<file path="config.mk">
export PLATFORM = sky130hd
export DESIGN_NAME = stencil_five_point_average_int16_flat
export DESIGN_NICKNAME = d
export VERILOG_FILES = /design/src/rtl/sfpa_pkg.sv /design/src/rtl/sfpa_if.sv /design/src/rtl/sfpa_ram.sv /design/src/rtl/sfpa_window.sv /design/src/rtl/sfpa_average.sv /design/src/rtl/stencil_five_point_average_int16.sv /design/src/flat_wrapper.sv
export SDC_FILE = /design/constraint.sdc
export NUM_CORES = 2
export LEC_CHECK = 0
export BUFFER_PORTS_ARGS = -buffer_cell sky130_fd_sc_hd__buf_2
export CAP_MARGIN = 20
export CORE_MARGIN = 2
export CORE_UTILIZATION = 55
export CTS_CLUSTER_SIZE = 12
export DETAILED_ROUTE_END_ITERATION = 12
export PLACE_DENSITY = 0.73
export SLEW_MARGIN = 5
export SYNTH_ARGS = -nofsm -noshare
export SYNTH_HDL_FRONTEND = slang
export SYNTH_SLANG_ARGS = --single-unit
export TNS_END_PERCENT = 50
</file>
<file path="constraint.sdc">
create_clock -name i_clk -period 6 [get_ports i_clk]
set_clock_uncertainty 0.1 [all_clocks]
set_input_delay 1.2 -clock i_clk [delete_from_list [all_inputs] [get_ports i_clk]]
set_output_delay 1.2 -clock i_clk [all_outputs]
set_load 0.005 [all_outputs]
</file>
<file path="src/rtl/sfpa_pkg.sv">
`default_nettype none

package sfpa_pkg;

    localparam int SAMPLE_W = 16;
    localparam int ROWS_W   = 11;
    localparam int SUM_W    = SAMPLE_W + 3;
    localparam int ABS_W    = SUM_W - 1;
    localparam int PROD_W   = 2 * ABS_W;

    localparam logic [ROWS_W-1:0] ROWS_RESET = 11'd8;
    localparam logic [ROWS_W-1:0] ROWS_MAX   = 11'd1024;
    localparam logic [ROWS_W-1:0] ROWS_MIN   = 11'd1;
    localparam logic [ROWS_W-1:0] HALO_ROWS  = 11'd2;

    // divide by five: floor(x * ceil(2^20 / 5) / 2^20) is exact for x < 2^18
    localparam int               RECIP_SHIFT = 20;
    localparam logic [ABS_W-1:0] RECIP       = 18'd209716;
    localparam logic [ABS_W-1:0] ABS_MAX     = 18'd163840;

    typedef struct packed {
        logic signed [SAMPLE_W-1:0] top;
        logic signed [SAMPLE_W-1:0] centre;
        logic signed [SAMPLE_W-1:0] bottom;
        logic signed [SAMPLE_W-1:0] left;
        logic signed [SAMPLE_W-1:0] right;
        logic                       zero;
        logic                       last;
    } t_window;

endpackage

`default_nettype wire

</file>
<file path="src/rtl/sfpa_if.sv">
`default_nettype none

interface sfpa_in_if;
    logic                                 valid;
    logic                                 ready;
    logic signed [sfpa_pkg::SAMPLE_W-1:0] sample;

    modport source (output valid, output sample, input ready);
    modport sink   (input valid, input sample, output ready);
endinterface

interface sfpa_out_if;
    logic                                 valid;
    logic                                 ready;
    logic signed [sfpa_pkg::SAMPLE_W-1:0] average;
    logic                                 last_in_strip;

    modport source (output valid, output average, output last_in_strip, input ready);
    modport sink   (input valid, input average, input last_in_strip, output ready);
endinterface

`default_nettype wire

</file>
<file path="src/rtl/sfpa_ram.sv">
`default_nettype none

module sfpa_ram #(
    parameter int WIDTH = 16,
    parameter int DEPTH = 64
) (
    input  wire logic                     i_clk,
    input  wire logic                     i_we,
    input  wire logic [$clog2(DEPTH)-1:0] i_waddr,
    input  wire logic [WIDTH-1:0]         i_wdata,
    input  wire logic                     i_re,
    input  wire logic [$clog2(DEPTH)-1:0] i_raddr,
    output logic      [WIDTH-1:0]         o_rdata
);

    logic [WIDTH-1:0] r_mem [DEPTH];
    logic [WIDTH-1:0] r_rdata;

    always_ff @(posedge i_clk) begin
        if (i_we) begin
            r_mem[i_waddr] <= i_wdata;
        end
        if (i_re) begin
            r_rdata <= r_mem[i_raddr];
        end
    end

    assign o_rdata = r_rdata;

endmodule

`default_nettype wire

</file>
<file path="src/rtl/sfpa_window.sv">
`default_nettype none

module sfpa_window #(
    parameter int ROW_WIDTH = 64
) (
    input  wire logic                          i_clk,
    input  wire logic                          i_rst_n,
    input  wire logic                          i_cfg_we,
    input  wire logic [sfpa_pkg::ROWS_W-1:0]   i_cfg_data,
    sfpa_in_if.sink                            i_smp,
    output logic                               o_win_valid,
    input  wire logic                          i_win_ready,
    output sfpa_pkg::t_window                  o_win
);

    localparam int                SW       = sfpa_pkg::SAMPLE_W;
    localparam int                RW       = sfpa_pkg::ROWS_W;
    localparam int                COL_W    = $clog2(ROW_WIDTH);
    localparam logic [COL_W-1:0]  LAST_COL = COL_W'(ROW_WIDTH - 1);

    logic [RW-1:0]         r_rows;
    logic [COL_W-1:0]      r_col;
    logic [RW-1:0]         r_row;
    logic signed [SW-1:0]  r_left;
    logic                  r_win_valid;
    sfpa_pkg::t_window     r_win;

    logic [COL_W-1:0]      n_col;
    logic [RW-1:0]         n_row;
    logic signed [SW-1:0]  n_left;
    sfpa_pkg::t_window     n_win;

    logic                  accept;
    logic                  produce;
    logic                  end_row;
    logic                  end_strip;
    logic [RW-1:0]         eff_rows;
    logic [RW-1:0]         last_row;
    logic [COL_W-1:0]      addr_b;
    logic [2*SW-1:0]       a_q;
    logic [SW-1:0]         b_q;

    assign i_smp.ready = i_rst_n & (~r_win_valid | i_win_ready);
    assign accept      = i_smp.valid & i_smp.ready;

    always_comb begin
        if (r_rows == '0) begin
            eff_rows = sfpa_pkg::ROWS_MIN;
        end else if (r_rows > sfpa_pkg::ROWS_MAX) begin
            eff_rows = sfpa_pkg::ROWS_MAX;
        end else begin
            eff_rows = r_rows;
        end
    end

    assign last_row  = eff_rows + RW'(1);
    assign end_row   = (r_col == LAST_COL);
    assign end_strip = end_row && (r_row >= last_row);
    assign produce   = (r_row >= sfpa_pkg::HALO_ROWS);

    always_comb begin
        n_col  = end_row ? '0 : r_col + COL_W'(1);
        addr_b = (n_col == LAST_COL) ? '0 : n_col + COL_W'(1);
        n_left = end_row ? '0 : $signed(a_q[SW-1:0]);
        if (end_strip) begin
            n_row = '0;
        end else if (end_row) begin
            n_row = r_row + RW'(1);
        end else begin
            n_row = r_row;
        end
        n_win.top    = $signed(a_q[2*SW-1:SW]);
        n_win.centre = $signed(a_q[SW-1:0]);
        n_win.bottom = i_smp.sample;
        n_win.left   = r_left;
        n_win.right  = $signed(b_q);
        n_win.zero   = (r_col == '0) || end_row;
        n_win.last   = end_strip;
    end

    // entry holds {upper row, middle row}; reads run one column ahead
    sfpa_ram #(.WIDTH(2 * SW), .DEPTH(ROW_WIDTH)) u_ram_a (
        .i_clk   (i_clk),
        .i_we    (accept),
        .i_waddr (r_col),
        .i_wdata ({a_q[SW-1:0], i_smp.sample}),
        .i_re    (accept),
        .i_raddr (n_col),
        .o_rdata (a_q)
    );

    // middle row copy for the right neighbor
    sfpa_ram #(.WIDTH(SW), .DEPTH(ROW_WIDTH)) u_ram_b (
        .i_clk   (i_clk),
        .i_we    (accept),
        .i_waddr (r_col),
        .i_wdata (i_smp.sample),
        .i_re    (accept),
        .i_raddr (addr_b),
        .o_rdata (b_q)
    );

    always_ff @(posedge i_clk) begin
        if (!i_rst_n) begin
            r_rows      <= sfpa_pkg::ROWS_RESET;
            r_col       <= '0;
            r_row       <= '0;
            r_left      <= '0;
            r_win_valid <= 1'b0;
        end else begin
            if (i_cfg_we) begin
                r_rows <= i_cfg_data;
            end
            if (accept) begin
                r_col       <= n_col;
                r_row       <= n_row;
                r_left      <= n_left;
                r_win_valid <= produce;
            end else if (i_win_ready) begin
                r_win_valid <= 1'b0;
            end
        end
    end

    always_ff @(posedge i_clk) begin
        if (accept && produce) begin
            r_win <= n_win;
        end
    end

    assign o_win_valid = r_win_valid;
    assign o_win       = r_win;

`ifndef SYNTHESIS
    a_col_wrap: assert property (@(posedge i_clk) disable iff (!i_rst_n)
        accept && end_row |=> r_col == '0)
        else $error("column did not wrap at row end");

    a_strip_restart: assert property (@(posedge i_clk) disable iff (!i_rst_n)
        accept && end_strip |=> r_row == '0)
        else $error("row did not restart at strip end");

    a_halo_silent: assert property (@(posedge i_clk) disable iff (!i_rst_n)
        accept && !produce |=> !r_win_valid)
        else $error("halo row produced a window");
`endif

endmodule

`default_nettype wire

</file>
<file path="src/rtl/sfpa_average.sv">
`default_nettype none

module sfpa_average (
    input  wire logic               i_clk,
    input  wire logic               i_rst_n,
    input  wire logic               i_win_valid,
    output logic                    o_win_ready,
    input  wire sfpa_pkg::t_window  i_win,
    sfpa_out_if.source              o_avg
);

    localparam int SW     = sfpa_pkg::SAMPLE_W;
    localparam int SUM_W  = sfpa_pkg::SUM_W;
    localparam int ABS_W  = sfpa_pkg::ABS_W;
    localparam int PROD_W = sfpa_pkg::PROD_W;

    logic                  r_s2_valid;
    logic [ABS_W-1:0]      r_s2_abs;
    logic                  r_s2_neg;
    logic                  r_s2_zero;
    logic                  r_s2_last;
    logic                  r_o_valid;
    logic signed [SW-1:0]  r_o_avg;
    logic                  r_o_last;

    logic signed [SUM_W-1:0] sum;
    logic [ABS_W-1:0]        n_abs;
    logic [PROD_W-1:0]       prod;
    logic [SW-1:0]           quot;
    logic signed [SW-1:0]    n_avg;
    logic                    out_ready;
    logic                    s2_ready;

    assign out_ready   = ~r_o_valid | o_avg.ready;
    assign s2_ready    = ~r_s2_valid | out_ready;
    assign o_win_ready = s2_ready;

    always_comb begin
        sum = SUM_W'($signed(i_win.top)) + SUM_W'($signed(i_win.centre))
            + SUM_W'($signed(i_win.bottom)) + SUM_W'($signed(i_win.left))
            + SUM_W'($signed(i_win.right));
        n_abs = sum[SUM_W-1] ? ABS_W'(-sum) : ABS_W'(sum);
    end

    // truncation toward zero: divide the magnitude, then restore the sign
    always_comb begin
        prod = PROD_W'(r_s2_abs) * PROD_W'(sfpa_pkg::RECIP);
        quot = prod[sfpa_pkg::RECIP_SHIFT +: SW];
        if (r_s2_zero) begin
            n_avg = '0;
        end else if (r_s2_neg) begin
            n_avg = $signed(-quot);
        end else begin
            n_avg = $signed(quot);
        end
    end

    always_ff @(posedge i_clk) begin
        if (!i_rst_n) begin
            r_s2_valid <= 1'b0;
            r_o_valid  <= 1'b0;
        end else begin
            if (s2_ready) begin
                r_s2_valid <= i_win_valid;
            end
            if (out_ready) begin
                r_o_valid <= r_s2_valid;
            end
        end
    end

    always_ff @(posedge i_clk) begin
        if (i_win_valid && s2_ready) begin
            r_s2_abs  <= n_abs;
            r_s2_neg  <= sum[SUM_W-1];
            r_s2_zero <= i_win.zero;
            r_s2_last <= i_win.last;
        end
        if (r_s2_valid && out_ready) begin
            r_o_avg  <= n_avg;
            r_o_last <= r_s2_last;
        end
    end

    assign o_avg.valid         = r_o_valid;
    assign o_avg.average       = r_o_avg;
    assign o_avg.last_in_strip = r_o_last;

`ifndef SYNTHESIS
    a_abs_range: assert property (@(posedge i_clk) disable iff (!i_rst_n)
        r_s2_valid |-> r_s2_abs <= sfpa_pkg::ABS_MAX)
        else $error("sum magnitude out of range");

    a_last_is_edge: assert property (@(posedge i_clk) disable iff (!i_rst_n)
        r_s2_valid && r_s2_last |-> r_s2_zero)
        else $error("strip end not on a boundary column");

    a_edge_zero: assert property (@(posedge i_clk) disable iff (!i_rst_n)
        r_s2_valid && out_ready && r_s2_zero |=> r_o_valid && r_o_avg == '0)
        else $error("boundary column result not zero");
`endif

endmodule

`default_nettype wire

</file>
<file path="src/rtl/stencil_five_point_average_int16.sv">
// Each result passes the window, sum and output registers after its bottom sample.
// Throughput: one sample per cycle unless the output stalls; the line buffers take
// one write and one read-ahead per transfer, so rows stream without gaps.
// The first two rows of a strip only fill the line buffers and give no result.
// Reset (i_rst_n low, synchronous) clears positions and handshakes, sets the row
// count to 8; line buffer contents are not cleared.
`default_nettype none

module stencil_five_point_average_int16 #(
    parameter int ROW_WIDTH = 64
) (
    input  wire logic                        i_clk,
    input  wire logic                        i_rst_n,
    input  wire logic                        i_cfg_we,
    input  wire logic [sfpa_pkg::ROWS_W-1:0] i_cfg_data,
    sfpa_in_if.sink                          i_smp,
    sfpa_out_if.source                       o_avg
);

    logic              win_valid;
    logic              win_ready;
    sfpa_pkg::t_window win;

    sfpa_window #(.ROW_WIDTH(ROW_WIDTH)) u_window (
        .i_clk       (i_clk),
        .i_rst_n     (i_rst_n),
        .i_cfg_we    (i_cfg_we),
        .i_cfg_data  (i_cfg_data),
        .i_smp       (i_smp),
        .o_win_valid (win_valid),
        .i_win_ready (win_ready),
        .o_win       (win)
    );

    sfpa_average u_average (
        .i_clk       (i_clk),
        .i_rst_n     (i_rst_n),
        .i_win_valid (win_valid),
        .o_win_ready (win_ready),
        .i_win       (win),
        .o_avg       (o_avg)
    );

endmodule

`default_nettype wire

</file>
<file path="src/flat_wrapper.sv">
// flat-port wrapper written by rule: the top's interface ports become plain ports
module stencil_five_point_average_int16_flat 
#(
    parameter int ROW_WIDTH = 64
)
  (i_clk, i_rst_n, i_cfg_we, i_cfg_data, i_smp_valid, i_smp_sample, i_smp_ready, o_avg_valid, o_avg_average, o_avg_last_in_strip, o_avg_ready);
  sfpa_in_if i_smp_i ();
  sfpa_out_if o_avg_i ();
  input  wire logic i_clk;
  input  wire logic i_rst_n;
  input  wire logic i_cfg_we;
  input  wire logic [sfpa_pkg::ROWS_W-1:0] i_cfg_data;
  input wire logic [$bits(i_smp_i.valid)-1:0] i_smp_valid;
  input wire logic [$bits(i_smp_i.sample)-1:0] i_smp_sample;
  output wire logic [$bits(i_smp_i.ready)-1:0] i_smp_ready;
  output wire logic [$bits(o_avg_i.valid)-1:0] o_avg_valid;
  output wire logic [$bits(o_avg_i.average)-1:0] o_avg_average;
  output wire logic [$bits(o_avg_i.last_in_strip)-1:0] o_avg_last_in_strip;
  input wire logic [$bits(o_avg_i.ready)-1:0] o_avg_ready;
  assign i_smp_i.valid = i_smp_valid;
  assign i_smp_i.sample = i_smp_sample;
  assign i_smp_ready = i_smp_i.ready;
  assign o_avg_valid = o_avg_i.valid;
  assign o_avg_average = o_avg_i.average;
  assign o_avg_last_in_strip = o_avg_i.last_in_strip;
  assign o_avg_i.ready = o_avg_ready;
  stencil_five_point_average_int16 #(.ROW_WIDTH(ROW_WIDTH)) u_core (.i_clk(i_clk), .i_rst_n(i_rst_n), .i_cfg_we(i_cfg_we), .i_cfg_data(i_cfg_data), .i_smp(i_smp_i), .o_avg(o_avg_i));
endmodule
</file>
== Yosys cells after proc, flatten, opt, wreduce, memory -nomap -nowiden ==
Memory sizes are Yosys's and may differ from the RTL's. A register that Yosys moved wholly into a read port is not among the register bits.
Cells that the tools add are included.

* Register bits after elaboration: 167
* Memory bits (writable): 3072
* Input bits: 32
* Memories kept: 2

{| class="wikitable"
|+ Memory list
! name !! depth !! bits a word !! rd ports !! clocked after memory_dff !! write ports !! RTL line !! text
|-
| u_core.u_window.u_ram_a.r_mem || 64 || 32 || 1 || 1 || 1 || sfpa_ram.sv:16 || <nowiki>logic [WIDTH-1:0] r_mem [DEPTH];</nowiki>
|-
| u_core.u_window.u_ram_b.r_mem || 64 || 16 || 1 || 1 || 1 || sfpa_ram.sv:16 ||
|}

* Add/subtract/negate cells: 10
* Multipliers: 1
* Magnitude comparators: 3
* Eq/ne operators: 2
* Muxes and demuxes: 13
* Bitwise gates (word level): 8
* Reductions and logical operators: 10

{| class="wikitable"
|+ Operators with widths
! kind !! count
|-
| $mux W11 || 4
|-
| $mul A18 B16 Y34 const B || 1
|-
| $mux W16 || 2
|-
| $add A11 B1 Y11 const B || 2
|-
| $add A18 B16 Y19 || 1
|-
| $add A19 B16 Y19 || 1
|-
| $add A17 B16 Y18 || 1
|-
| $mux W18 || 1
|-
| $neg A18 Y18 || 1
|-
| $add A16 B16 Y17 || 1
|-
| $neg A16 Y16 || 1
|-
| $add A6 B1 Y6 const B || 2
|-
| $eq A6 B6 Y1 const B || 2
|-
| $mux W6 || 2
|-
| $ge A11 B11 Y1 || 1
|-
| $ge A11 B2 Y1 const B || 1
|-
| $gt A11 B11 Y1 const B || 1
|-
| $logic_not A11 Y1 || 1
|-
| $logic_not A6 Y1 || 1
|-
| $logic_and A1 B1 Y1 || 4
|-
| $mux W1 || 4
|-
| $reduce_bool A2 Y1 || 2
|-
| $not A1 Y1 || 3
|-
| $or A1 B1 Y1 || 3
|-
| other kinds (3) || 4
|}

== Logic depth before layout (Yosys ltp) ==
* Word-level depth: 8
* Mapped depth: 24
* Gate-level depth less buffers: 23

== Hierarchy ==
From an unflattened synthesis, not the netlist that was laid out.

* Cells, all modules: 6440
* Area, all modules: 133384.2 um^2

{| class="wikitable"
|+ Modules (own cells, without submodules)
! module !! instances !! cells an instance !! area each (um^2) !! seq. area each (um^2)
|-
| sfpa_ram at u_core.u_window.u_ram_a || 1 || 3324 || 78835.6 || 62459.9
|-
| sfpa_ram at u_core.u_window.u_ram_b || 1 || 1829 || 40202.3 || 31230.0
|-
| sfpa_average || 1 || 912 || 9339.0 || 1181.1
|-
| sfpa_window || 1 || 375 || 5007.3 || 3363.2
|}

== Least setup slack after synthesis ==
OpenSTA, ideal clock, no wires.

* Path kind: input to register
* Start: input o_avg_ready
* End: register u_core.u_window.r_win, in the netlist u_core.u_window.o_win[0], enable pin
* Arrival: 5.875 ns
* Required time: 5.327 ns
* Slack: -0.548 ns
* Stages: 5
* Buffers on the path: 1
* Cell sequence: nor2b_1 > nand3_1 > nand3_1 > clkbuf_1 > a31oi_1

* Cells in the longest elaborated chain, start to end: 6

{| class="wikitable"
|+ RTL lines
! what !! RTL line !! text
|-
| start, declared || flat_wrapper.sv:19 || <nowiki>input wire logic [$bits(o_avg_i.ready)-1:0] o_avg_ready;</nowiki>
|-
| $or A1 B1 Y1 || sfpa_average.sv:34 || <nowiki>assign out_ready = ~r_o_valid | o_avg.ready;</nowiki>
|-
| $or A1 B1 Y1 || sfpa_average.sv:35 || <nowiki>assign s2_ready = ~r_s2_valid | out_ready;</nowiki>
|-
| $or A1 B1 Y1 || sfpa_window.sv:43 || <nowiki>assign i_smp.ready = i_rst_n & (~r_win_valid | i_win_ready);</nowiki>
|-
| $and A1 B1 Y1 || sfpa_window.sv:43 ||
|-
| $and A1 B1 Y1 || sfpa_window.sv:44 || <nowiki>assign accept = i_smp.valid & i_smp.ready;</nowiki>
|-
| $logic_and A1 B1 Y1 || sfpa_window.sv:126 || <nowiki>if (accept && produce) begin</nowiki>
|-
| end signal, assigned || sfpa_window.sv:127 || <nowiki>r_win <= n_win;</nowiki>
|-
| end, declared || sfpa_window.sv:26 || <nowiki>sfpa_pkg::t_window r_win;</nowiki>
|}

Every way passes these cells.
A chain may end at the register's enable or synchronous reset.

== Final worst setup path ==
* Start: register u_core.u_average.r_s2_abs[7]
* End: register u_core.u_average.r_o_avg[15], in the netlist u_core.u_average.o_avg.average[15] (data pin)

* Cells in the longest elaborated chain, start to end: 3

{| class="wikitable"
|+ RTL lines
! what !! RTL line !! text
|-
| start, declared || sfpa_average.sv:18 || <nowiki>logic [ABS_W-1:0] r_s2_abs;</nowiki>
|-
| start signal, assigned || sfpa_average.sv:74 || <nowiki>r_s2_abs <= n_abs;</nowiki>
|-
| $mul A18 B16 Y34 (*) || sfpa_average.sv:47 || <nowiki>prod = PROD_W'(r_s2_abs) * PROD_W'(sfpa_pkg::RECIP);</nowiki>
|-
| $neg A16 Y16 || sfpa_average.sv:52 || <nowiki>n_avg = $signed(-quot);</nowiki>
|-
| $mux W16 (*) || sfpa_average.sv:51 || <nowiki>end else if (r_s2_neg) begin</nowiki>
|-
| end signal, assigned || sfpa_average.sv:80 || <nowiki>r_o_avg <= n_avg;</nowiki>
|-
| end, declared || sfpa_average.sv:23 || <nowiki>logic signed [SW-1:0] r_o_avg;</nowiki>
|}

Mark *: on every way between the ends. The rest lies on a longest branch, timed or not.

==> results.md <==
* Status: finished with violations
* Violations in the final reports: DRC, setup timing
* Hold violation total from the final report at 0
* Pwr dens at 286 nW/um2
* # DRC at 2
* Antenna violations before repair at 14
* Count of max-cap constraint violations at 0
* Sw Pwr at 7.77 mW
* Number of distinct library cell variants in the gate-level netlist after synthesis at 95
* Sequential power share at 52.2%
* CTS tree: yes
* Number of synthesized flops with an enable pin at roughly 2200
* Post-layout net count at 6649
* Global-route wire length before repair at 442000 um
* Cell types with the largest area share after synthesis: edfxtp_1 64%, mux4_2 15%, fa_1 2.8%
* Synth warnings at 0
* Min-Delay Path Class: flop to flop
* Proportion of power drawn by the clock network at 38.7%
* Synthesized net count at roughly 6300
* Post-route fraction of the period consumed by the critical path at 105%
* First-pass detailed-route iteration total at 12
* Cell count after synthesis at around 5900
* Area growth from synthesis to final layout at 13.1%
* Minimum hold slack at 0.318 ns
* # IOs at a little over 50
* Internal cell power at 25.7 mW
* Routed wirelength normalized by instance count at 34.9 um
* Cell type with the largest total area after synthesis: edfxtp_1
* Final sum of negative setup slack at -1.49 ns
* Utilization of the core after routing at 62.4%
* Total number of H-tree levels at 4
* Total congestion overflow at 0
* Overall power at 33.4 mW
* Clock buffers created by TritonCTS at ~220
* Number of vias per cell after detailed routing at 6.99
* Worst Path Arrival at 6.81 ns
* Setup-failing EPs final at 9
* CORE AREA at 187000 um2
* Most used cells in the layout excluding fill and tap cells: 2216 x edfxtp_1, 695 x mux4_2, 571 x nand2_1, 393 x buf_4, 223 x clkbuf_16
* Critical path capture point type: flop
* DRT antenna net count at 0
* Most used flip-flop cell after synthesis: edfxtp_1
* Quantity of I/O buffers inserted on ports at 50
* Slew @ Worst Pin at 1.17 ns
* Total Routed Length at 311000 um
* TritonCTS Sinks at 2263
* Number of synthesized register bits at 2263
* Syn Area/Cell at ~17 um2
* Share of post-route cells with drive strength above 1 at 25.8%
* Vias in the first global route at 61806
* Clock transition at path regs at 0.06 ns
* Area of the die at 191000 um2
* Summed area of non-filler cells in the final layout at 117000 um2
* Kind of start point of the critical path: flop
* Async set or reset register ratio after synthesis at 0%
* Post-CTS Hold Buffers at 0
* Cell at the root of the clock tree: clkbuf_16
* Worst supply voltage drop on vdd at 405 uV
* Standard cell area after detailed placement at 109000 um2
* Clock Path Buffers at 3
* Most common cell after layout, fill and taps aside: edfxtp_1
* Clock latency of the later-clocked register in the worst-skew pair at about 0.9 ns
* Combinational share of power at 9.1%
* Reported leakage power at 38.8 nW
* Initial core utilization at 55.2%
* Fin. max-slew vios at 0
* GP Congestion at 0.941
* Number of DRC violations after detailed-routing iteration 0 at around 10000
* WS Path Type: flop to flop
* Total number of vias at 62406
* Vertical die dimension at 437 um
* Min Clock Period, post-route at 6.29 ns
* Pin count of the biggest net entering global routing at 96
* Share of total power consumed by net switching at 23.2%
* Unrepaired setup endpoints after global routing: true
* Netlist Area Pre-Place at 103000 um2
* Max FO, Critical Path at 4
* Fmax at 0.159 GHz
* Total number of placement rows at 159
* Horizontal die dimension at 437 um
* Least setup slack across all paths after layout at -0.287 ns
* Global-route total usage across every layer at 32.5%
* Portion of synthesized cell area occupied by the leading cell type at 64.4%
* CP required at 6.53 ns
* Relative slew margins at 20.7%
* Half-perimeter wire length after placement at 183000 um
* Sequential-to-total area share from yosys stat at 65.3%
-- power by group through the flow --
stage	clock (mW)	sequential, mW	combinational, mW
4_1_cts	13.0	17.5	2.97
6_report	12.9	17.5	3.04
3_3_place_gp	0	17.8	2.91
3_5_place_dp	0	17.8	2.94
2_1_floorplan	0	17.8	1.79
5_1_grt	13.6	17.5	3.14
-- final cells by class --
| class | instances | area [um2] |
|---|---|---|
| sequential | 2263 | 67500 |
| tap | 2495 | 3120 |
| multi-input combinational | 3114 | 34500 |
| clock buffer | 287 | 5840 |
| antenna | 8 | 20.0 |
| clock inverter | 69 | 708 |
| fill | 12736 | 70400 |
| timing repair buffer | 508 | 4440 |
| inverter | 187 | 703 |
-- metal layers --
| metal | GRT usage [%] | vias up | wire length [um] |
|---|---|---|---|
| li1 | - | 24503 | - |
| met1 | 43.9 | 31898 | 110000 |
| met2 | 49.8 | 5023 | 143000 |
| met3 | 9.02 | 976 | 42200 |
| met4 | 14.7 | 6 | 16300 |
| met5 | 0 | - | 35 |
-- cell usage after synthesis, types with 27 or more instances --
| cell | n |
|---|---|
| edfxtp_1 | 2216 |
| mux4_2 | 695 |
| nand2_1 | 580 |
| mux2i_1 | 199 |
| inv_1 | 184 |
| ha_1 | 177 |
| nor2_1 | 170 |
| clkbuf_1 | 156 |
| a21oi_1 | 153 |
| fa_1 | 143 |
| nand3_1 | 136 |
| buf_2 | 109 |
| a31oi_1 | 76 |
| o22ai_1 | 65 |
| o21ai_0 | 50 |
| a211oi_1 | 48 |
| nor3_1 | 48 |
| xnor2_1 | 48 |
| dfxtp_1 | 47 |
| and2_1 | 38 |
| xor2_1 | 37 |
| nor2b_1 | 33 |
| nor4_1 | 33 |
| buf_1 | 28 |
| nand4_1 | 27 |
-- stage by stage --
stage / worst slack [ns] / cells
global route: -0.543 / 8924
CTS: -0.248 / 8911
detailed placement: -0.552 / 8534
floorplan: -0.332 / 5904
global placement: -0.470 / 8534
finish: -0.287 / 8931
-- registers in the layout, indices dropped and copies added (netlist names), 6 cells and up --
register	count
u_core.u_average.r_s2_abs	18
u_core.u_window.r_row	11
u_core.u_window.r_left	16
u_core.u_window.r_rows	11
u_core.u_window.u_ram_b.o_rdata	16
u_core.u_window.u_ram_a.r_mem	2048
u_core.u_average.o_avg.average	16
u_core.u_window.u_ram_a.o_rdata	32
u_core.u_window.r_col	6
u_core.u_window.o_win	82
-- worst paths after layout --
check | from | endpoint | slack, ns | cells past startpoint
max | u_core.u_average.r_s2_abs[7] | u_core.u_average.o_avg.average[15] | -0.29 | 24
min | u_core.u_window.u_ram_a.o_rdata[17] | u_core.u_window.o_win[67] | 0.32 | 0
max reg2reg | u_core.u_average.r_s2_abs[7] | u_core.u_average.o_avg.average[15] | -0.29 | 24
min reg2reg | u_core.u_window.u_ram_a.o_rdata[17] | u_core.u_window.o_win[67] | 0.32 | 0
-- kinds of logic after synthesis --
kind of cell,count (synthesis),share of synthesized area (%)
compound gates,635,4.17
xor+xnor,87,0.763
fa+ha+maj,320,4.92
buf+inv,527,2.36
flops,2263,65.3
mux,911,17.4
simple gates,1161,5.08
-- what timing repair did --
action,4_1_cts,5_1_grt
gates resized for setup,64,35
pin swaps,32,25
setup buffers,22,6
setup endpoints to repair,14,13
-- critical path: stages, from the launching register on --
cell and delay (ns):
edfxtp_1 0.46, buf_6 0.16, ha_4 0.21, fa_1 0.50, inv_1 0.05, fa_1 0.45, fa_1 0.50, inv_2 0.04
fa_1 0.51, inv_1 0.06, fa_1 0.50, inv_2 0.05, ha_4 0.26, and4_4 0.22, nand2_4 0.06, buf_12 0.13
a211oi_4 0.31, buf_6 0.17, nor4b_2 0.06, a311oi_2 0.30, nand4_1 0.17, buf_4 0.19, o41ai_4 0.35, xnor2_1 0.16
nor2_1 0.05
Power figures use the tool's default switching activity.
